`config.mk`:
```
export PLATFORM = sky130hd
export DESIGN_NAME = panel_input_conditioner_unit_flat
export DESIGN_NICKNAME = d
export VERILOG_FILES = /design/src/design/pic_pkg.sv /design/src/design/pic_item_if.sv /design/src/design/pic_event_if.sv /design/src/design/pic_front.sv /design/src/design/pic_queue.sv /design/src/design/pic_back.sv /design/src/design/panel_input_conditioner_unit.sv /design/src/flat_wrapper.sv
export SDC_FILE = /design/constraint.sdc
export NUM_CORES = 1
export LEC_CHECK = 0
export BUFFER_PORTS_ARGS = -buffer_cell sky130_fd_sc_hd__buf_4
export CAP_MARGIN = 20
export CORE_UTILIZATION = 61
export CTS_CLUSTER_DIAMETER = 40
export DETAILED_ROUTE_END_ITERATION = 7
export MAX_ROUTING_LAYER = met4
export PLACE_DENSITY = 0.78
export SLEW_MARGIN = 20
export SYNTH_ARGS = -nofsm -noshare
export SYNTH_HDL_FRONTEND = slang
export SYNTH_SLANG_ARGS = --single-unit
```
`constraint.sdc`:
```
create_clock -name clk -period 13.5 [get_ports clk]
set_clock_uncertainty 0.2 [all_clocks]
set_input_delay 2.7 -clock clk [delete_from_list [all_inputs] [get_ports clk]]
set_output_delay 2.7 -clock clk [all_outputs]
set_load 0.005 [all_outputs]
```
`src/design/pic_pkg.sv`:
```
// shared types, constants and decode functions of the panel input conditioner
package pic_pkg;

  // widths of the word fields
  localparam int unsigned CMD_W        = 1;
  localparam int unsigned TOUCH_BYTE_W = 8;
  localparam int unsigned PHASE_W      = 2;
  localparam int unsigned CODE_W       = 4;
  localparam int unsigned VALUE_W      = 2;
  localparam int unsigned DUR_W        = 32;
  localparam int unsigned STAMP_W      = 32;

  // configuration port
  localparam int unsigned CFG_INDEX_W = 3;
  localparam int unsigned CFG_DATA_W  = 16;

  localparam logic [CFG_INDEX_W-1:0] REG_TOUCH_UART_MODE       = 3'd0;
  localparam logic [CFG_INDEX_W-1:0] REG_LONG_PRESS_MS         = 3'd1;
  localparam logic [CFG_INDEX_W-1:0] REG_BUTTON_SETTLE_SAMPLES = 3'd2;
  localparam logic [CFG_INDEX_W-1:0] REG_TOUCH_SETTLE_SAMPLES  = 3'd3;
  localparam logic [CFG_INDEX_W-1:0] REG_DETENT_STEPS          = 3'd4;

  localparam logic        RST_TOUCH_UART_MODE       = 1'b0;
  localparam logic [15:0] RST_LONG_PRESS_MS         = 16'd1500;
  localparam logic [3:0]  RST_BUTTON_SETTLE_SAMPLES = 4'd3;
  localparam logic [3:0]  RST_TOUCH_SETTLE_SAMPLES  = 4'd2;
  localparam logic [2:0]  RST_DETENT_STEPS          = 3'd2;

  localparam int unsigned DEFAULT_TIME_BITS = 32;

  // item commands
  localparam logic [CMD_W-1:0] CMD_TICK    = 1'b0;
  localparam logic [CMD_W-1:0] CMD_ENCODER = 1'b1;

  // event codes
  localparam logic [CODE_W-1:0] EV_PRESS          = 4'd0;
  localparam logic [CODE_W-1:0] EV_RELEASE        = 4'd1;
  localparam logic [CODE_W-1:0] EV_LONG           = 4'd2;
  localparam logic [CODE_W-1:0] EV_DETENT         = 4'd3;
  localparam logic [CODE_W-1:0] EV_A_PRESS        = 4'd4;
  localparam logic [CODE_W-1:0] EV_A_RELEASE      = 4'd5;
  localparam logic [CODE_W-1:0] EV_B_PRESS        = 4'd6;
  localparam logic [CODE_W-1:0] EV_B_RELEASE      = 4'd7;
  localparam logic [CODE_W-1:0] EV_BOTH_PRESS     = 4'd8;
  localparam logic [CODE_W-1:0] EV_BOTH_RELEASE   = 4'd9;
  localparam logic [CODE_W-1:0] EV_LAST_CODE      = EV_BOTH_RELEASE;

  // decoded touch keys
  localparam logic [1:0] KEY_NONE = 2'd0;
  localparam logic [1:0] KEY_A    = 2'd1;
  localparam logic [1:0] KEY_B    = 2'd2;
  localparam logic [1:0] KEY_BOTH = 2'd3;

  // raw touch codes
  localparam logic [7:0] I2C_CODE_A    = 8'h13;
  localparam logic [7:0] I2C_CODE_B    = 8'h12;
  localparam logic [7:0] I2C_CODE_BOTH = 8'h16;
  localparam logic [3:0] UART_NIB_A    = 4'h8;
  localparam logic [3:0] UART_NIB_B    = 4'h2;
  localparam logic [3:0] UART_NIB_BOTH = 4'hA;

  // event values
  localparam logic signed [VALUE_W-1:0] VAL_RELEASE = 2'sb00;
  localparam logic signed [VALUE_W-1:0] VAL_PRESS   = 2'sb01;
  localparam logic signed [VALUE_W-1:0] VAL_CW      = 2'sb01;
  localparam logic signed [VALUE_W-1:0] VAL_CCW     = 2'sb11;

  // batch queue between front and back
  localparam int unsigned MAX_EVENTS  = 3;
  localparam int unsigned COUNT_W     = 2;
  localparam int unsigned QUEUE_DEPTH = 2;
  localparam int unsigned QPTR_W      = $clog2(QUEUE_DEPTH);
  localparam int unsigned QCNT_W      = $clog2(QUEUE_DEPTH + 1);

  typedef struct packed {
    logic        touch_uart_mode;
    logic [15:0] long_press_ms;
    logic [3:0]  button_settle_samples;
    logic [3:0]  touch_settle_samples;
    logic [2:0]  detent_steps;
  } cfg_t;

  typedef struct packed {
    logic [CODE_W-1:0]         code;
    logic signed [VALUE_W-1:0] value;
    logic [DUR_W-1:0]          duration;
  } event_t;

  typedef struct packed {
    logic [COUNT_W-1:0]           count;
    event_t [MAX_EVENTS-1:0]      ev;
    logic [STAMP_W-1:0]           timestamp;
  } batch_t;

  typedef struct packed {
    logic full;
    logic empty;
  } queue_status_t;

  // quadrature step for {previous, current} phases
  function automatic logic signed [1:0] quad_step(input logic [3:0] idx);
    logic signed [1:0] s;
    unique case (idx)
      4'd1, 4'd7, 4'd8, 4'd14: s = -2'sd1;
      4'd2, 4'd4, 4'd11, 4'd13: s = 2'sd1;
      default: s = 2'sd0;
    endcase
    return s;
  endfunction

  function automatic logic [CODE_W-1:0] touch_press_code(input logic [1:0] key);
    logic [CODE_W-1:0] c;
    unique case (key)
      KEY_A:   c = EV_A_PRESS;
      KEY_B:   c = EV_B_PRESS;
      default: c = EV_BOTH_PRESS;
    endcase
    return c;
  endfunction

  function automatic logic [CODE_W-1:0] touch_release_code(input logic [1:0] key);
    logic [CODE_W-1:0] c;
    unique case (key)
      KEY_A:   c = EV_A_RELEASE;
      KEY_B:   c = EV_B_RELEASE;
      default: c = EV_BOTH_RELEASE;
    endcase
    return c;
  endfunction

endpackage

```
`src/design/pic_item_if.sv`:
```
// input word channel: ticks and encoder samples
interface pic_item_if;
  import pic_pkg::*;

  logic                    valid;
  logic                    ready;
  logic [CMD_W-1:0]        command;
  logic                    button_level;
  logic                    touch_valid;
  logic [TOUCH_BYTE_W-1:0] touch_byte;
  logic [PHASE_W-1:0]      encoder_phases;

  modport source (
    output valid, command, button_level, touch_valid, touch_byte, encoder_phases,
    input  ready
  );

  modport sink (
    input  valid, command, button_level, touch_valid, touch_byte, encoder_phases,
    output ready
  );
endinterface

```
`src/design/pic_event_if.sv`:
```
// output word channel: ui events
interface pic_event_if;
  import pic_pkg::*;

  logic                      valid;
  logic                      ready;
  logic [CODE_W-1:0]         event_code;
  logic signed [VALUE_W-1:0] event_value;
  logic [DUR_W-1:0]          event_span;
  logic [STAMP_W-1:0]        event_stamp;
  logic                      last_event;

  modport source (
    output valid, event_code, event_value, event_span, event_stamp, last_event,
    input  ready
  );

  modport sink (
    input  valid, event_code, event_value, event_span, event_stamp, last_event,
    output ready
  );
endinterface

```
`src/design/pic_front.sv`:
```
// front end: takes input words, runs debounce and quadrature state, builds event batches
module pic_front #(
  parameter int unsigned TIME_BITS = pic_pkg::DEFAULT_TIME_BITS
) (
  input  logic                  clk,
  input  logic                  rst,
  input  pic_pkg::cfg_t         cfg,
  pic_item_if.sink              items,
  input  pic_pkg::queue_status_t q_status,
  output logic                  push,
  output pic_pkg::batch_t       batch
);
  import pic_pkg::*;

  // state registers
  logic [TIME_BITS-1:0] tick_count, tick_count_next;
  logic [TIME_BITS-1:0] held, held_next;
  logic                 btn_sample, btn_sample_next;
  logic                 btn_state, btn_state_next;
  logic [3:0]           button_run, button_run_next;
  logic                 press_known, press_known_next;
  logic                 long_given, long_given_next;
  logic [1:0]           phase_previous, phase_previous_next;
  logic signed [3:0]    step_sum, step_sum_next;
  logic [1:0]           key_cand, key_cand_next;
  logic [1:0]           key_state, key_state_next;
  logic [3:0]           touch_run, touch_run_next;

  // working values
  logic                 accept;
  logic [TIME_BITS-1:0] held_step;
  logic [TIME_BITS-1:0] thr_wide;
  logic [15:0]          thr;
  logic [63:0]          tick_wide;
  logic [63:0]          held_wide;
  logic                 btn_change;
  logic                 touch_ok;
  logic [1:0]           touch_code;
  logic [3:0]           lo_nib;
  logic [3:0]           hi_nib;
  logic signed [1:0]    delta;
  logic signed [4:0]    sum5;
  logic signed [4:0]    lim5;
  logic [COUNT_W-1:0]   n;

  assign items.ready = !q_status.full;
  assign accept      = items.valid && items.ready;
  assign push        = accept && (batch.count != '0);

  always_comb begin
    tick_count_next      = tick_count;
    held_next            = held;
    btn_sample_next      = btn_sample;
    btn_state_next       = btn_state;
    button_run_next      = button_run;
    press_known_next     = press_known;
    long_given_next      = long_given;
    phase_previous_next  = phase_previous;
    step_sum_next        = step_sum;
    key_cand_next        = key_cand;
    key_state_next       = key_state;
    touch_run_next       = touch_run;
    batch                = '0;
    n                    = '0;
    held_step            = held + 1'b1;
    thr                  = (cfg.long_press_ms == 16'd0) ? 16'd1 : cfg.long_press_ms;
    thr_wide             = TIME_BITS'(thr);
    held_wide            = 64'(held_step);
    btn_change           = 1'b0;
    lo_nib               = items.touch_byte[3:0];
    hi_nib               = items.touch_byte[7:4];
    touch_ok             = 1'b1;
    touch_code           = KEY_NONE;
    delta                = 2'sd0;
    sum5                 = '0;
    lim5                 = $signed({2'b00, cfg.detent_steps});

    if (items.command == CMD_TICK) begin
      tick_count_next = tick_count + 1'b1;
      held_next       = held_step;

      // button debounce
      if (items.button_level != btn_sample) begin
        btn_sample_next = items.button_level;
        button_run_next = 4'd1;
      end else if (button_run < cfg.button_settle_samples) begin
        button_run_next = button_run + 4'd1;
      end
      btn_change = (button_run_next >= cfg.button_settle_samples) &&
                   (btn_state != btn_sample_next);
      if (btn_change) begin
        btn_state_next = btn_sample_next;
        if (!btn_sample_next) begin
          held_next        = '0;
          press_known_next = 1'b1;
          long_given_next  = 1'b0;
          batch.ev[n]      = '{code: EV_PRESS, value: VAL_PRESS, duration: '0};
          n                = n + 2'd1;
        end else begin
          press_known_next = 1'b0;
          batch.ev[n]      = '{code: EV_RELEASE, value: VAL_RELEASE,
                               duration: press_known ? held_wide[DUR_W-1:0] : '0};
          n                = n + 2'd1;
        end
      end

      // long press, once per press
      if (!btn_change && !btn_state && press_known && !long_given &&
          (held_step >= thr_wide)) begin
        long_given_next = 1'b1;
        batch.ev[n]     = '{code: EV_LONG, value: VAL_PRESS, duration: DUR_W'(thr)};
        n               = n + 2'd1;
      end

      // touch decode
      if (cfg.touch_uart_mode) begin
        touch_ok = (hi_nib == ~lo_nib);
        case (lo_nib)
          UART_NIB_A:    touch_code = KEY_A;
          UART_NIB_B:    touch_code = KEY_B;
          UART_NIB_BOTH: touch_code = KEY_BOTH;
          default:       touch_code = KEY_NONE;
        endcase
      end else begin
        case (items.touch_byte)
          I2C_CODE_A:    touch_code = KEY_A;
          I2C_CODE_B:    touch_code = KEY_B;
          I2C_CODE_BOTH: touch_code = KEY_BOTH;
          default:       touch_code = KEY_NONE;
        endcase
      end

      // touch debounce, release before press
      if (items.touch_valid && touch_ok) begin
        if (touch_code != key_cand) begin
          key_cand_next  = touch_code;
          touch_run_next = 4'd1;
        end else if (touch_run < cfg.touch_settle_samples) begin
          touch_run_next = touch_run + 4'd1;
        end
        if ((touch_run_next >= cfg.touch_settle_samples) &&
            (key_state != key_cand_next)) begin
          key_state_next = key_cand_next;
          if (key_state != KEY_NONE) begin
            batch.ev[n] = '{code: touch_release_code(key_state), value: VAL_RELEASE,
                            duration: '0};
            n           = n + 2'd1;
          end
          if (key_cand_next != KEY_NONE) begin
            batch.ev[n] = '{code: touch_press_code(key_cand_next), value: VAL_PRESS,
                            duration: '0};
            n           = n + 2'd1;
          end
        end
      end
    end else begin
      // quadrature step and detent
      if (items.encoder_phases != phase_previous) begin
        phase_previous_next = items.encoder_phases;
        delta               = quad_step({phase_previous, items.encoder_phases});
        if (delta != 2'sd0) begin
          sum5 = {step_sum[3], step_sum} + {{3{delta[1]}}, delta};
          if ((sum5 >= lim5) || (sum5 <= -lim5)) begin
            step_sum_next = '0;
            batch.ev[n]   = '{code: EV_DETENT, value: (sum5 > 5'sd0) ? VAL_CW : VAL_CCW,
                              duration: '0};
            n             = n + 2'd1;
          end else begin
            step_sum_next = sum5[3:0];
          end
        end
      end
    end

    tick_wide       = 64'(tick_count_next);
    batch.count     = n;
    batch.timestamp = tick_wide[STAMP_W-1:0];
  end

  // state update on accepted words
  always_ff @(posedge clk) begin
    if (rst) begin
      tick_count     <= '0;
      held           <= '0;
      btn_sample     <= 1'b1;
      btn_state      <= 1'b1;
      button_run     <= '0;
      press_known    <= 1'b0;
      long_given     <= 1'b0;
      phase_previous <= '0;
      step_sum       <= '0;
      key_cand       <= KEY_NONE;
      key_state      <= KEY_NONE;
      touch_run      <= '0;
    end else if (accept) begin
      tick_count     <= tick_count_next;
      held           <= held_next;
      btn_sample     <= btn_sample_next;
      btn_state      <= btn_state_next;
      button_run     <= button_run_next;
      press_known    <= press_known_next;
      long_given     <= long_given_next;
      phase_previous <= phase_previous_next;
      step_sum       <= step_sum_next;
      key_cand       <= key_cand_next;
      key_state      <= key_state_next;
      touch_run      <= touch_run_next;
    end
  end

endmodule

```
`src/design/pic_queue.sv`:
```
// short batch queue between front and back
module pic_queue (
  input  logic                   clk,
  input  logic                   rst,
  input  logic                   push,
  input  pic_pkg::batch_t        wr_batch,
  input  logic                   pop,
  output pic_pkg::batch_t        rd_batch,
  output pic_pkg::queue_status_t status
);
  import pic_pkg::*;

  batch_t [QUEUE_DEPTH-1:0] entries;
  logic [QPTR_W-1:0]        wr_ptr;
  logic [QPTR_W-1:0]        rd_ptr;
  logic [QCNT_W-1:0]        count;

  assign status.full  = (count == QCNT_W'(QUEUE_DEPTH));
  assign status.empty = (count == '0);
  assign rd_batch     = entries[rd_ptr];

  // pointers and fill level
  always_ff @(posedge clk) begin
    if (rst) begin
      wr_ptr <= '0;
      rd_ptr <= '0;
      count  <= '0;
    end else begin
      if (push) begin
        wr_ptr <= (wr_ptr == QPTR_W'(QUEUE_DEPTH - 1)) ? '0 : wr_ptr + 1'b1;
      end
      if (pop) begin
        rd_ptr <= (rd_ptr == QPTR_W'(QUEUE_DEPTH - 1)) ? '0 : rd_ptr + 1'b1;
      end
      if (push && !pop) begin
        count <= count + 1'b1;
      end else if (pop && !push) begin
        count <= count - 1'b1;
      end
    end
  end

  // storage
  always_ff @(posedge clk) begin
    if (push) begin
      entries[wr_ptr] <= wr_batch;
    end
  end

endmodule

```
`src/design/pic_back.sv`:
```
// back end: unpacks event batches and sends one event word per cycle while the receiver is ready
module pic_back (
  input  logic                   clk,
  input  logic                   rst,
  input  pic_pkg::batch_t        rd_batch,
  input  pic_pkg::queue_status_t q_status,
  output logic                   pop,
  pic_event_if.source            events
);
  import pic_pkg::*;

  batch_t             cur;
  logic               have;
  logic [COUNT_W-1:0] idx;
  logic               out_valid;
  logic               load;
  logic               last_idx;
  logic               fin;
  event_t             sel;

  assign load     = !out_valid || events.ready;
  assign last_idx = (idx == cur.count - 2'd1);
  assign fin      = have && load && last_idx;
  assign pop      = !q_status.empty && (!have || fin);
  assign sel      = cur.ev[idx];

  // current batch and event index
  always_ff @(posedge clk) begin
    if (rst) begin
      have <= 1'b0;
      idx  <= '0;
    end else if (pop) begin
      have <= 1'b1;
      idx  <= '0;
    end else if (fin) begin
      have <= 1'b0;
    end else if (have && load) begin
      idx <= idx + 2'd1;
    end
  end

  always_ff @(posedge clk) begin
    if (pop) begin
      cur <= rd_batch;
    end
  end

  // output register
  always_ff @(posedge clk) begin
    if (rst) begin
      out_valid <= 1'b0;
    end else if (load) begin
      out_valid <= have;
    end
  end

  always_ff @(posedge clk) begin
    if (load && have) begin
      events.event_code  <= sel.code;
      events.event_value <= sel.value;
      events.event_span  <= sel.duration;
      events.event_stamp <= cur.timestamp;
      events.last_event  <= last_idx;
    end
  end

  assign events.valid = out_valid;

endmodule

```
`src/design/panel_input_conditioner_unit.sv`:
```
// top level of the panel input conditioner: config registers, front, queue and back
//
// Use: words enter on the items channel (valid/ready). A command 0 word is a
// one-millisecond tick carrying the raw button level and an optional touch
// byte; a command 1 word is an encoder phase sample. Each word yields zero to
// three ui event words on the events channel, the last of them flagged by
// last_event. Registers are written through cfg_write/cfg_index/cfg_data;
// the user writes them only while the block is idle, which the block itself
// does not enforce. Unknown indexes are dropped. The first event of a word
// passes the batch queue, the current-batch register and the output
// register; the event side then sends one event per cycle while the
// receiver is ready. Throughput: a word is taken every cycle while the
// two-entry batch queue has room. Words with more events (three at most)
// hold the back end longer; words without events never enter the queue.
// Reset (rst, synchronous): counters and debounce state return to released and
// zero, registers to their defaults, queue and output register empty.
// Receiver stall: the output register holds its word; the queue fills and
// then items.ready drops until the back end drains.
module panel_input_conditioner_unit #(
  parameter int unsigned TIME_BITS = pic_pkg::DEFAULT_TIME_BITS
) (
  input  logic                             clk,
  input  logic                             rst,
  input  logic                             cfg_write,
  input  logic [pic_pkg::CFG_INDEX_W-1:0]  cfg_index,
  input  logic [pic_pkg::CFG_DATA_W-1:0]   cfg_data,
  pic_item_if.sink                         items,
  pic_event_if.source                      events
);
  import pic_pkg::*;

  cfg_t          cfg;
  batch_t        wr_batch;
  batch_t        rd_batch;
  queue_status_t q_status;
  logic          push;
  logic          pop;

  // configuration registers
  always_ff @(posedge clk) begin
    if (rst) begin
      cfg.touch_uart_mode       <= RST_TOUCH_UART_MODE;
      cfg.long_press_ms         <= RST_LONG_PRESS_MS;
      cfg.button_settle_samples <= RST_BUTTON_SETTLE_SAMPLES;
      cfg.touch_settle_samples  <= RST_TOUCH_SETTLE_SAMPLES;
      cfg.detent_steps          <= RST_DETENT_STEPS;
    end else if (cfg_write) begin
      unique case (cfg_index)
        REG_TOUCH_UART_MODE:       cfg.touch_uart_mode       <= cfg_data[0];
        REG_LONG_PRESS_MS:         cfg.long_press_ms         <= cfg_data[15:0];
        REG_BUTTON_SETTLE_SAMPLES: cfg.button_settle_samples <= cfg_data[3:0];
        REG_TOUCH_SETTLE_SAMPLES:  cfg.touch_settle_samples  <= cfg_data[3:0];
        REG_DETENT_STEPS:          cfg.detent_steps          <= cfg_data[2:0];
        default: ;
      endcase
    end
  end

  pic_front #(
    .TIME_BITS (TIME_BITS)
  ) u_front (
    .clk      (clk),
    .rst      (rst),
    .cfg      (cfg),
    .items    (items),
    .q_status (q_status),
    .push     (push),
    .batch    (wr_batch)
  );

  pic_queue u_queue (
    .clk      (clk),
    .rst      (rst),
    .push     (push),
    .wr_batch (wr_batch),
    .pop      (pop),
    .rd_batch (rd_batch),
    .status   (q_status)
  );

  pic_back u_back (
    .clk      (clk),
    .rst      (rst),
    .rd_batch (rd_batch),
    .q_status (q_status),
    .pop      (pop),
    .events   (events)
  );

endmodule

```
`src/flat_wrapper.sv`:
```
// flat-port wrapper written by rule: the top's interface ports become plain ports
module panel_input_conditioner_unit_flat import pic_pkg::*;
#(
  parameter int unsigned TIME_BITS = pic_pkg::DEFAULT_TIME_BITS
)
  (clk, rst, cfg_write, cfg_index, cfg_data, items_valid, items_command, items_button_level, items_touch_valid, items_touch_byte, items_encoder_phases, items_ready, events_valid, events_event_code, events_event_value, events_event_span, events_event_stamp, events_last_event, events_ready);
  pic_item_if items_i ();
  pic_event_if events_i ();
  input  logic clk;
  input  logic rst;
  input  logic cfg_write;
  input  logic [pic_pkg::CFG_INDEX_W-1:0] cfg_index;
  input  logic [pic_pkg::CFG_DATA_W-1:0] cfg_data;
  input wire logic [$bits(items_i.valid)-1:0] items_valid;
  input wire logic [$bits(items_i.command)-1:0] items_command;
  input wire logic [$bits(items_i.button_level)-1:0] items_button_level;
  input wire logic [$bits(items_i.touch_valid)-1:0] items_touch_valid;
  input wire logic [$bits(items_i.touch_byte)-1:0] items_touch_byte;
  input wire logic [$bits(items_i.encoder_phases)-1:0] items_encoder_phases;
  output wire logic [$bits(items_i.ready)-1:0] items_ready;
  output wire logic [$bits(events_i.valid)-1:0] events_valid;
  output wire logic [$bits(events_i.event_code)-1:0] events_event_code;
  output wire logic [$bits(events_i.event_value)-1:0] events_event_value;
  output wire logic [$bits(events_i.event_span)-1:0] events_event_span;
  output wire logic [$bits(events_i.event_stamp)-1:0] events_event_stamp;
  output wire logic [$bits(events_i.last_event)-1:0] events_last_event;
  input wire logic [$bits(events_i.ready)-1:0] events_ready;
  assign items_i.valid = items_valid;
  assign items_i.command = items_command;
  assign items_i.button_level = items_button_level;
  assign items_i.touch_valid = items_touch_valid;
  assign items_i.touch_byte = items_touch_byte;
  assign items_i.encoder_phases = items_encoder_phases;
  assign items_ready = items_i.ready;
  assign events_valid = events_i.valid;
  assign events_event_code = events_i.event_code;
  assign events_event_value = events_i.event_value;
  assign events_event_span = events_i.event_span;
  assign events_event_stamp = events_i.event_stamp;
  assign events_last_event = events_i.last_event;
  assign events_i.ready = events_ready;
  panel_input_conditioner_unit #(.TIME_BITS(TIME_BITS)) u_core (.clk(clk), .rst(rst), .cfg_write(cfg_write), .cfg_index(cfg_index), .cfg_data(cfg_data), .items(items_i), .events(events_i));
endmodule
```
**Yosys cells after proc, flatten, opt, wreduce, memory -nomap -nowiden**

Memories as Yosys holds them, arrays and structs flattened.
Cells that the tools add are included.

- Flip-flop bits (word level): 637
- Bits in read-only memories: 32
- Input bits: 37
- Memories kept: 1

Memories:

| name | words | bits a word | rd ports | clocked after memory_dff | write ports | line | text |
|---|---|---|---|---|---|---|---|
| (no name shown) | 16 | 2 | 1 | 0 | 0 | pic_pkg.sv:103 | `unique case (idx)` |

- $add $sub $neg: 15
- Magnitude comparators: 18
- Equal/unequal tests: 23
- Multiplexer cells: 95
- Bitwise operators: 3
- Reductions and logical operators: 54

Operators with widths:

| operator | number |
|---|---|
| 114-bit 2-to-1 mux | 9 |
| 148-bit 2-to-1 mux | 3 |
| 114-bit bitwise mux | 3 |
| 296-bit bitwise mux | 1 |
| 38-bit demux with 2-bit select | 3 |
| 38-bit 2-to-1 mux | 6 |
| 148-bit demux with 1-bit select | 1 |
| 32-bit 2-to-1 mux | 4 |
| 36-bit 2-to-1 mux | 3 |
| 38-bit binary-select mux with 2-bit select | 1 |
| 76-bit 2-to-1 mux | 1 |
| 35-bit 2-to-1 mux | 2 |
| 32-bit by 1-bit adder with 32-bit output (second input constant) | 2 |
| 4-bit 2-to-1 mux | 16 |
| 2-bit 2-to-1 mux | 21 |
| 32-bit by 16-bit >= comparator with 1-bit output | 1 |
| 8-bit by 5-bit equality test with 1-bit output (second input constant) | 3 |
| 1-bit logical AND | 18 |
| 16-bit logical NOT | 1 |
| 1-bit 2-to-1 mux | 16 |
| 16-bit 2-to-1 mux | 1 |
| 4-bit case mux with 2 select lines | 2 |
| 2-bit AND reduction | 7 |
| 2-bit nonzero test | 7 |
| other kinds (37) | 76 |

**Logic depth before layout (Yosys ltp)**

Gate-level depths: netlist (run 1).

- Word-level depth: 29
- Gate-level depth with buffers: 30
- Mapped depth without buffers: 29

**Modules after synthesis**

Synthesis (run 1) repeated with hierarchy kept, for this count alone.

- Cell total of the unflattened synthesis: 2075
- Area, all modules: 28265.9 µm²

By module, submodules not included:

| module | times used | cells each | area an instance (µm²) | sequential area each (µm²) |
|---|---|---|---|---|
| pic_queue | 1 | 481 | 11288.3 | 8968.6 |
| pic_front | 1 | 1097 | 8159.1 | 1721.7 |
| pic_back | 1 | 380 | 7616.1 | 6656.4 |
| panel_input_conditioner_unit | 1 | 117 | 1202.4 | 560.5 |

**Worst setup path after synthesis (run 1)**

No wires, ideal clock.

- Path type: input -> register
- Start point: in items_button_level
- End point: reg u_core.u_queue.entries[0] in the netlist's numbering (enable)
- Library setup time: 0.567 ns
- Arrival time: 11.047 ns
- Data required time: 12.733 ns
- Path slack: 1.686 ns
- Stages on the path: 23
- Path buffers: 1
- Cells stage by stage: ha_1 -> inv_1 -> nor2_1 -> ha_1 -> nand2b_1 -> a21o_1 -> a21o_1 -> a21o_1 -> a2111oi_0 -> o31ai_4 -> inv_4 -> buf_6 -> ha_1 -> nand2_1 -> o21ai_0 -> inv_1 -> ha_1 -> nor2_1 -> a21oi_1 -> or2_2 -> mux2i_1 -> o31a_1 -> nor2b_1

RTL lines:

| element | line | text |
|---|---|---|
| start: declaration | flat_wrapper.sv:16 | `input wire logic [$bits(items_i.button_level)-1:0] items_button_level;` |
| end signal: indexed assignment | pic_queue.sv:46 | `entries[wr_ptr] <= wr_batch;` |
| end: declaration | pic_queue.sv:13 | `batch_t [QUEUE_DEPTH-1:0] entries;` |

==> key figures, run 1 <==
Worst setup path
  – WP buf/inv: 5
  – CP Launch Type: primary input
  – Slowest library cell on the worst path: buf_4
  – Crit. path cell count: 24
  – Crit-path max FO: 66
  – Required @ worst endpoint: 13490 ps
  – Critical Path, Cell by Cell: buf_4, ha_1, inv_1, nor2_1, ha_1, nand2b_1, a21o_1, a21o_1, a21o_1, a2111oi_0, o31ai_4, inv_4, ha_1, nand2_1, o21ai_0, inv_1, ha_1, nor2_1, a21oi_1, or2_2, mux2i_1, o31a_1, nor2b_4, buf_4
  – Flop2flop setup slack: 5130 ps
  – Crit path DAT: 9660 ps
  – Critical path class: in -> reg
  – Critical path's largest stage delay: 870 ps
  – Worst r2r src: u_core.cfg[8]
  – Worst path most repeated cell: ha_1
  – Critical Path Sink Type: flip-flop
  – Reg2reg end: u_core.u_queue.entries[46]
  – R2R depth: 27
  – CP top delay family: compound AO/OA/AOI/OAI gates

Drt
  – Number of DRC markers in iteration 0: 1034
  – Drt wl/cell: 18.36 µm
  – DRT Pass-1 Iters: 6
  – Routed WL: 42230 µm
  – Antenna Nets Post-Route: 0
  – DRC Markers: 0
  – Vias/cell: 5.760
  – Via count: 13248

Final layout
  – Area grow syn2layout: 15.94%
  – Design Area, Final: 24740 µm²
  – Share of post-route cells with drive strength above 1: 0.1924
  – Fill cells: 2292
  – Ant. Diodes: 0
  – Post-Layout Cell Count: 2300
  – # nets final: 1899

GRT
  – First-pass GRT wire length: 67480 µm
  – Largest net degree at the start of global routing: 88
  – Gr usage total: 0.2459
  – Initial antenna violation count: 0
  – Vias in the first global route: 13154
  – Gr ovfl total: 0

CTS
  – Max H-tree Level: 2
  – CTS tree: yes
  – # resized after CTS: 0
  – Clock buffer depth: 3
  – Cts hold-fix bufs: 0
  – Clock latency on the worst-skew pair: 590 ps
  – Number of setup buffers added after CTS: 0
  – Reg clk slew, reported paths: 60 ps
  – Clock Root Buffer: clkbuf_16
  – # clock sinks: 487
  – CTS Buf Count: 56

Die
  – Die width: 189.0 µm
  – Die ar.: 35740 µm²
  – Placeable Area: 34460 µm²
  – Die Span Y: 189.0 µm
  – Initial Util: 0.6194
  – IO Pins: 110
  – FP Rows: 68

Placement
  – Port Buf Inserts: 109
  – HPWL after DPL: 26780 µm
  – Placed Area: 22640 µm²
  – Post-placement cell count: 2192
  – Gpl congestion: 0.8686

Synthesis
  – Top cells by count, synth: edfxtp_1 (365), nor2_1 (143), nand2_1 (132)
  – Asr flop ratio synth: 0
  – Mapped Area: 21340 µm²
  – Flops & latches, synth: 487
  – Sequential share of the synthesized area: 0.6280
  – Post-synth top area cell: edfxtp_1
  – Top cell type's share of synthesized area: 0.5136
  – Ys Warns: 0
  – Synth cell types: 85
  – Synthesized instance count: 1663
  – Ys flop type: edfxtp_1
  – Synth area leaders: edfxtp_1 (51%), dfxtp_1 (11%), mux2_2 (5.2%)
  – Count leader, synth: edfxtp_1
  – Mean post-synth cell area: 12.83 µm²
  – Number of synthesized flops with an enable pin: 365

Power
  – Power density cells: 174.4 nW/µm²
  – LEAKAGE: 8.993 nW
  – Tot Pwr: 4.315 mW
  – Max VDD drop: 193.4 µV

STA
  – Relative slew margins: 0.3335
  – Tightest Pin Transition: 995.5 ps
  – Fin crit share: 0.7161
  – Setup_tns: 0 ps
  – Setup Viol. Count Final: 0
  – Max-slew violations: 0
  – Highest Clock Rate: 103.4 MHz
  – Crit path time final: 9667 ps
  – RSZ-0062 raised after global routing: no
  – Final hold vios: 0

Outcome
  – Status: complete, no violations

Hold path
  – HP Start: u_core.u_back.cur[6]
  – Hold depth: 0
  – Hold endpoint: u_core.u_back.events.event_stamp[6]
  – Hold crit path type: reg -> reg

Run
  – Max cap viols: 0
[registers in the layout, summed over array words and instances (netlist names), 2 cells and up]
signal / cells
u_core.u_front.held: 32
u_core.u_front.touch_run: 4
u_core.u_front.step_sum: 4
u_core.u_front.phase_previous: 2
u_core.u_queue.count: 2
u_core.u_back.events.event_stamp: 32
u_core.u_front.key_state: 2
u_core.u_front.key_cand: 2
u_core.cfg: 28
u_core.u_front.tick_count: 32
u_core.u_back.idx: 2
u_core.u_back.cur: 98
u_core.u_queue.entries: 196
u_core.u_back.events.event_span: 32
u_core.u_back.events.event_code: 4
u_core.u_front.button_run: 4
u_core.u_back.events.event_value: 2
[power by group]
part           leakage, nW  switching (mW)  internal [mW]
logic                 3.71           0.361          0.262
clock network        0.983           0.618           1.01
registers             4.30          0.0880           1.97
total                 8.99            1.07           3.25
[layout make-up]
class                           instances  area (µm²)  share of cell area
Clock buffer                           62        1444             0.05835
Clock inverter                         44       615.6             0.02488
Inverter                               59       224.0            0.009051
Multi-Input combinational cell       1070        7537              0.3046
Sequential cell                       487       13410              0.5418
Tap cell                              455       569.3             0.02301
Timing Repair Buffer                  123       947.2             0.03828
[per-stage QoR]
step | hold WS (ps) | setup WS, ps | utilization
4_1_cts | 219.5 | 3906 | 0.7168
3_5_place_dp | 204.5 | 3423 | 0.6570
2_1_floorplan | 200.3 | 1686 | -
3_3_place_gp | 201.6 | 3646 | 0.6570
5_1_grt | 224.8 | 3450 | 0.7181
6_report | 218.8 | 3833 | 0.7181
[kinds of logic after synthesis]
family | count (synthesis) | synth area share
AO/OA/AOI/OAI | 227 | 0.07182
flip-flops | 487 | 0.6280
multiplexers | 139 | 0.07164
AND/OR/NAND/NOR | 487 | 0.1150
other | 1 | 0.0001757
XOR/XNOR | 120 | 0.04925
buffers and inverters | 137 | 0.02568
adder cells (fa/ha/maj) | 65 | 0.03846
[layout by cell type (no fill, tap or decap), drive strengths merged, types with 12 or more instances in the layout]
master / count
nand4: 21
nor2b: 12
and3: 12
clkbuf: 62
a21oi: 79
nor4: 15
mux2: 100
a21o: 16
xor2: 51
mux2i: 38
and2: 36
o21ai: 35
clkinv: 17
buf: 123
edfxtp: 365
a211oi: 13
nor3: 19
xnor2: 69
nand3: 41
bufinv: 12
inv: 67
conb: 32
nand2: 132
a32o: 15
nor2: 143
ha: 64
o211ai: 14
or3: 13
dfxtp: 122
[per-layer routing]
metal,share of wire,up-vias,wire [µm],GRT usage
met1,0.41,6447,17200,0.2976
met2,0.51,393,21750,0.4218
met5,0,-,0,-
met3,0.050,95,2116,0.03596
met4,0.028,0,1171,0.08499
li1,-,6313,-,-
[how the worst max path moves through the flow]
stage,startpoint,to,slack [ps]
after global placement,items_button_level,u_core.u_queue.entries[82],3650
after floorplan,items_button_level,u_core.u_queue.entries[0],1690
final,items_button_level,u_core.u_queue.entries[46],3830
after CTS,items_button_level,u_core.u_queue.entries[59],3910
after global routing,items_button_level,u_core.u_queue.entries[65],3450
after detailed placement,items_button_level,u_core.u_queue.entries[58],3420
Note: power is estimated with default switching activity, not from simulation.
==> run 2, diff against run 1 <==
--- a/config.mk
+++ b/config.mk
@@ -5,6 +5,7 @@
 export SDC_FILE = /design/constraint.sdc
 export NUM_CORES = 1
 export LEC_CHECK = 0
+export ABC_AREA = 1
 export BUFFER_PORTS_ARGS = -buffer_cell sky130_fd_sc_hd__buf_4
 export CAP_MARGIN = 20
 export CORE_UTILIZATION = 61
==> constraint.sdc (replaced) <==
create_clock -name clk -period 9.8 [get_ports clk]
set_clock_uncertainty 0.2 [all_clocks]
set_input_delay 1.96 -clock clk [delete_from_list [all_inputs] [get_ports clk]]
set_output_delay 1.96 -clock clk [all_outputs]
set_load 0.005 [all_outputs]
==> run 2 against run 1 <==
Clock power rose by 26%. Non-clock buffer count rose by 1. Worst hold slack got worse by 7.1 ps. Flip-flop and latch count did not move. Largest cell class unchanged. Synthesized cell count rose by 30%. Critical endpoint is now u_core.u_queue.entries[175]. Final cell count rose by 23%. Synthesized area rose by 0.80%. Final area rose by 0.11%. Wire length rose by 11%. First-iteration DRC count rose by 29%. Clock-buffer cell count did not move. Sequential share of layout area fell by 0.068 points. Largest power group unchanged.
==> key figures, run 2 <==
Synthesis
  – Asr flop ratio synth: 0 (unchanged)
  – Ys Warns: 0 (unchanged)
  – Post-synth top area cell: edfxtp_1
  – Top cells by count, synth: nand2_1 (614), edfxtp_1 (365), inv_1 (212)
  – Mean post-synth cell area: 9.918 µm² (-23%)
  – Top cell type's share of synthesized area: 0.5095 (-0.004092)
  – Number of synthesized flops with an enable pin: 365 (unchanged)
  – Synth area leaders: edfxtp_1 (51%), dfxtp_1 (11%), nand2_1 (11%)
  – Synthesized instance count: 2169 (+30%)
  – Synth cell types: 56 (-34%)
  – Flops & latches, synth: 487 (unchanged)
  – Count leader, synth: nand2_1
  – Sequential share of the synthesized area: 0.6230 (-0.005004)
  – Ys flop type: edfxtp_1
  – Mapped Area: 21510 µm² (+0.80%)

Final layout
  – Area grow syn2layout: 15.14%
  – Commonest non-fill, non-tap cell in the layout: nand2_1
  – # nets final: 2417 (+27%)
  – Largest reg by FF count: u_core.u_queue.entries
  – Top Registers: u_core.u_queue.entries: 196 flops, u_core.u_back.cur: 98 flops
  – Commonest cells after routing, fill and taps aside: nand2_1 (614), edfxtp_1 (365), inv_1 (210), nor2_1 (202), a21oi_1 (137)
  – Share of post-route cells with drive strength above 1: 0.1218 (-0.07058)
  – Post-Layout Cell Count: 2821 (+23%)
  – Max FFs per register: 196 (unchanged)

Placement
  – HPWL after DPL: 31630 µm (+18%)
  – Port Buf Inserts: 109 (unchanged)
  – Gpl congestion: 0.9093 (+4.7%)
  – Post-placement cell count: 2711 (+24%)

STA
  – RSZ-0062 raised after global routing: no
  – Relative slew margins: 0.2513 (-0.08221)
  – Tightest Pin Transition: 1120 ps (+124.4 ps)
  – Highest Clock Rate: 134.5 MHz
  – Final hold vios: 0 (unchanged)
  – Fin crit share: 0.7589
  – Crit path time final: 7437 ps
  – Max-slew violations: 0 (unchanged)
  – Setup_tns: 0 ps (unchanged)
  – Setup Viol. Count Final: 0 (unchanged)

Die
  – Die width: 189.8 µm (+0.40%)
  – Die Span Y: 189.8 µm (+0.40%)
  – FP Rows: 68 (unchanged)
  – Initial Util: 0.6213 (+0.001907)
  – Placeable Area: 34630 µm² (+0.49%)
  – IO Pins: 110 (unchanged)
  – Die ar.: 36020 µm² (+0.79%)

Drt
  – DRT Pass-1 Iters: 5 (-1)
  – Via count: 15293 (+15%)
  – Drt wl/cell: 16.60 µm (-9.6%)
  – Antenna Nets Post-Route: 0 (unchanged)
  – DRC Markers: 0 (unchanged)
  – Routed WL: 46830 µm (+11%)
  – Number of DRC markers in iteration 0: 1330 (+29%)
  – Vias/cell: 5.421 (-5.9%)

Worst setup path
  – Critical path class: in -> reg
  – CP Launch Type: primary input
  – R2R depth: 32 (+19%)
  – Worst path most repeated cell: nand3_1
  – Setup crit start: items_button_level
  – Crit-path max FO: 54 (-18%)
  – Critical Path Sink Type: flip-flop
  – Flop2flop setup slack: 2870 ps (-2260 ps)
  – Reg2reg end: u_core.u_queue.entries[175]
  – Critical path's largest stage delay: 730 ps (-140 ps)
  – Slowest library cell on the worst path: buf_4
  – Critical Path End: u_core.u_queue.entries[175]
  – Worst r2r src: u_core.u_front.button_run[1]
  – Crit path DAT: 7440 ps (-2220 ps)
  – Required @ worst endpoint: 9800 ps (-3690 ps)

GRT
  – Gr ovfl total: 0 (unchanged)
  – First-pass GRT wire length: 73730 µm (+9.3%)
  – Initial antenna violation count: 1 (+1)
  – Gr usage total: 0.2695 (+0.02361)
  – Vias in the first global route: 14250 (+8.3%)
  – Largest net degree at the start of global routing: 102 (+16%)

CTS
  – # resized after CTS: 0 (unchanged)
  – CTS Buf Count: 57 (+1.8%)
  – CTS tree: yes
  – Cts hold-fix bufs: 0 (unchanged)
  – # clock sinks: 487 (unchanged)
  – Clock buffer depth: 3 (unchanged)
  – Reg clk slew, reported paths: 60 ps (about the same)
  – Number of setup buffers added after CTS: 0 (unchanged)
  – Clock Root Buffer: clkbuf_16
  – Max H-tree Level: 2 (unchanged)
  – Clock latency on the worst-skew pair: 580 ps (about the same)

Hold path
  – Hold depth: 0 (unchanged)
  – HP Start: u_core.u_back.cur[27]
  – Hold crit path type: reg -> reg

Power
  – Max VDD drop: 251.1 µV (+30%)
  – LEAKAGE: 10.24 nW (+14%)
  – Power density cells: 257.2 nW/µm² (+47%)

Run
  – Max cap viols: 0 (unchanged)

Outcome
  – Status: complete, no violations
==> run 2: cell types whose count changed in the layout (fill, tap and decap cells not counted), sizes merged, moves of 35 or more <==
cell and change:
mux2i -37, nand2 +506, inv +161, mux2 -100, and2 -35, xnor2 -56, a21oi +60, o21ai +74
nor2 +77
==> run 2: cell families (layout without fill, tap and decap cells) <==
family,after synthesis,after routing,synth area share
AOI/OAI and AO/OA,299,299,0.07584
xor gates and xnor gates,53,53,0.02158
adders and majority gates,65,65,0.03815
buffers and inverters,289,453,0.05182
DFF,487,487,0.6230
muxes,1,1,0.0004653
other,1,34,0.0001743
and+or+nand+nor,974,974,0.1890
==> run 2: report_power, final <==
| group | total [mW] | leakage, nW | internal (mW) | switching [mW] |
|---|---|---|---|---|
| sequential | 3.03 | 4.36 | 2.89 | 0.141 |
| clock | 2.06 | 0.923 | 1.19 | 0.872 |
| combinational | 1.29 | 4.96 | 0.391 | 0.894 |
| total | 6.37 | 10.2 | 4.46 | 1.91 |
==> run 2: area by class of cell <==
type,instances,area (µm²)
antenna,2,5.005
clock buffer,62,1466
clock inverter,46,420.4
fill,2464,9858
inverter,221,835.8
multi-input combinational,1424,7131
sequential,487,13400
tap,455,569.3
timing repair buffer,124,938.4
==> run 2: worst min path at each step <==
stage,end,slack (ps)
2_1_floorplan,u_core.u_back.events.event_stamp[0],200
5_1_grt,u_core.u_back.events.event_stamp[27],220
3_3_place_gp,u_core.u_back.events.event_stamp[3],200
3_5_place_dp,u_core.u_back.events.event_stamp[16],200
4_1_cts,u_core.u_back.events.event_stamp[27],210
6_report,u_core.u_back.events.event_stamp[27],210
==> run 2: per-layer routing <==
| metal | global-route usage | vias to the layer above | part of all wire |
|---|---|---|---|
| met4 | 0.06917 | 0 | 0.018 |
| met3 | 0.03560 | 65 | 0.057 |
| met5 | - | - | 0 |
| li1 | - | 7502 | - |
| met1 | 0.3711 | 7246 | 0.45 |
| met2 | 0.4258 | 480 | 0.47 |
==> run 2: critical path: cells and delay by family <==
kind                     cells  cell delay [ps]
buffers and inverters        7             1890
AND/OR/NAND/NOR             15             2120
adder cells (fa/ha/maj)      4             1150
AO/OA/AOI/OAI                3              220
==> run 2: stage by stage <==
stage | utilization | worst slack, ps | hold slack, ps | cell area (µm²) | total power [mW]
2_1_floorplan | - | 1339 | 200.3 | 21630 | 3.887
3_3_place_gp | 0.6605 | 2095 | 202.2 | 22870 | 4.275
3_5_place_dp | 0.6605 | 1787 | 204.5 | 22870 | 4.350
4_1_cts | 0.7150 | 2393 | 214.6 | 24760 | 6.407
5_1_grt | 0.7153 | 1843 | 224.2 | 24770 | 6.689
6_report | 0.7153 | 2363 | 211.7 | 24770 | 6.370
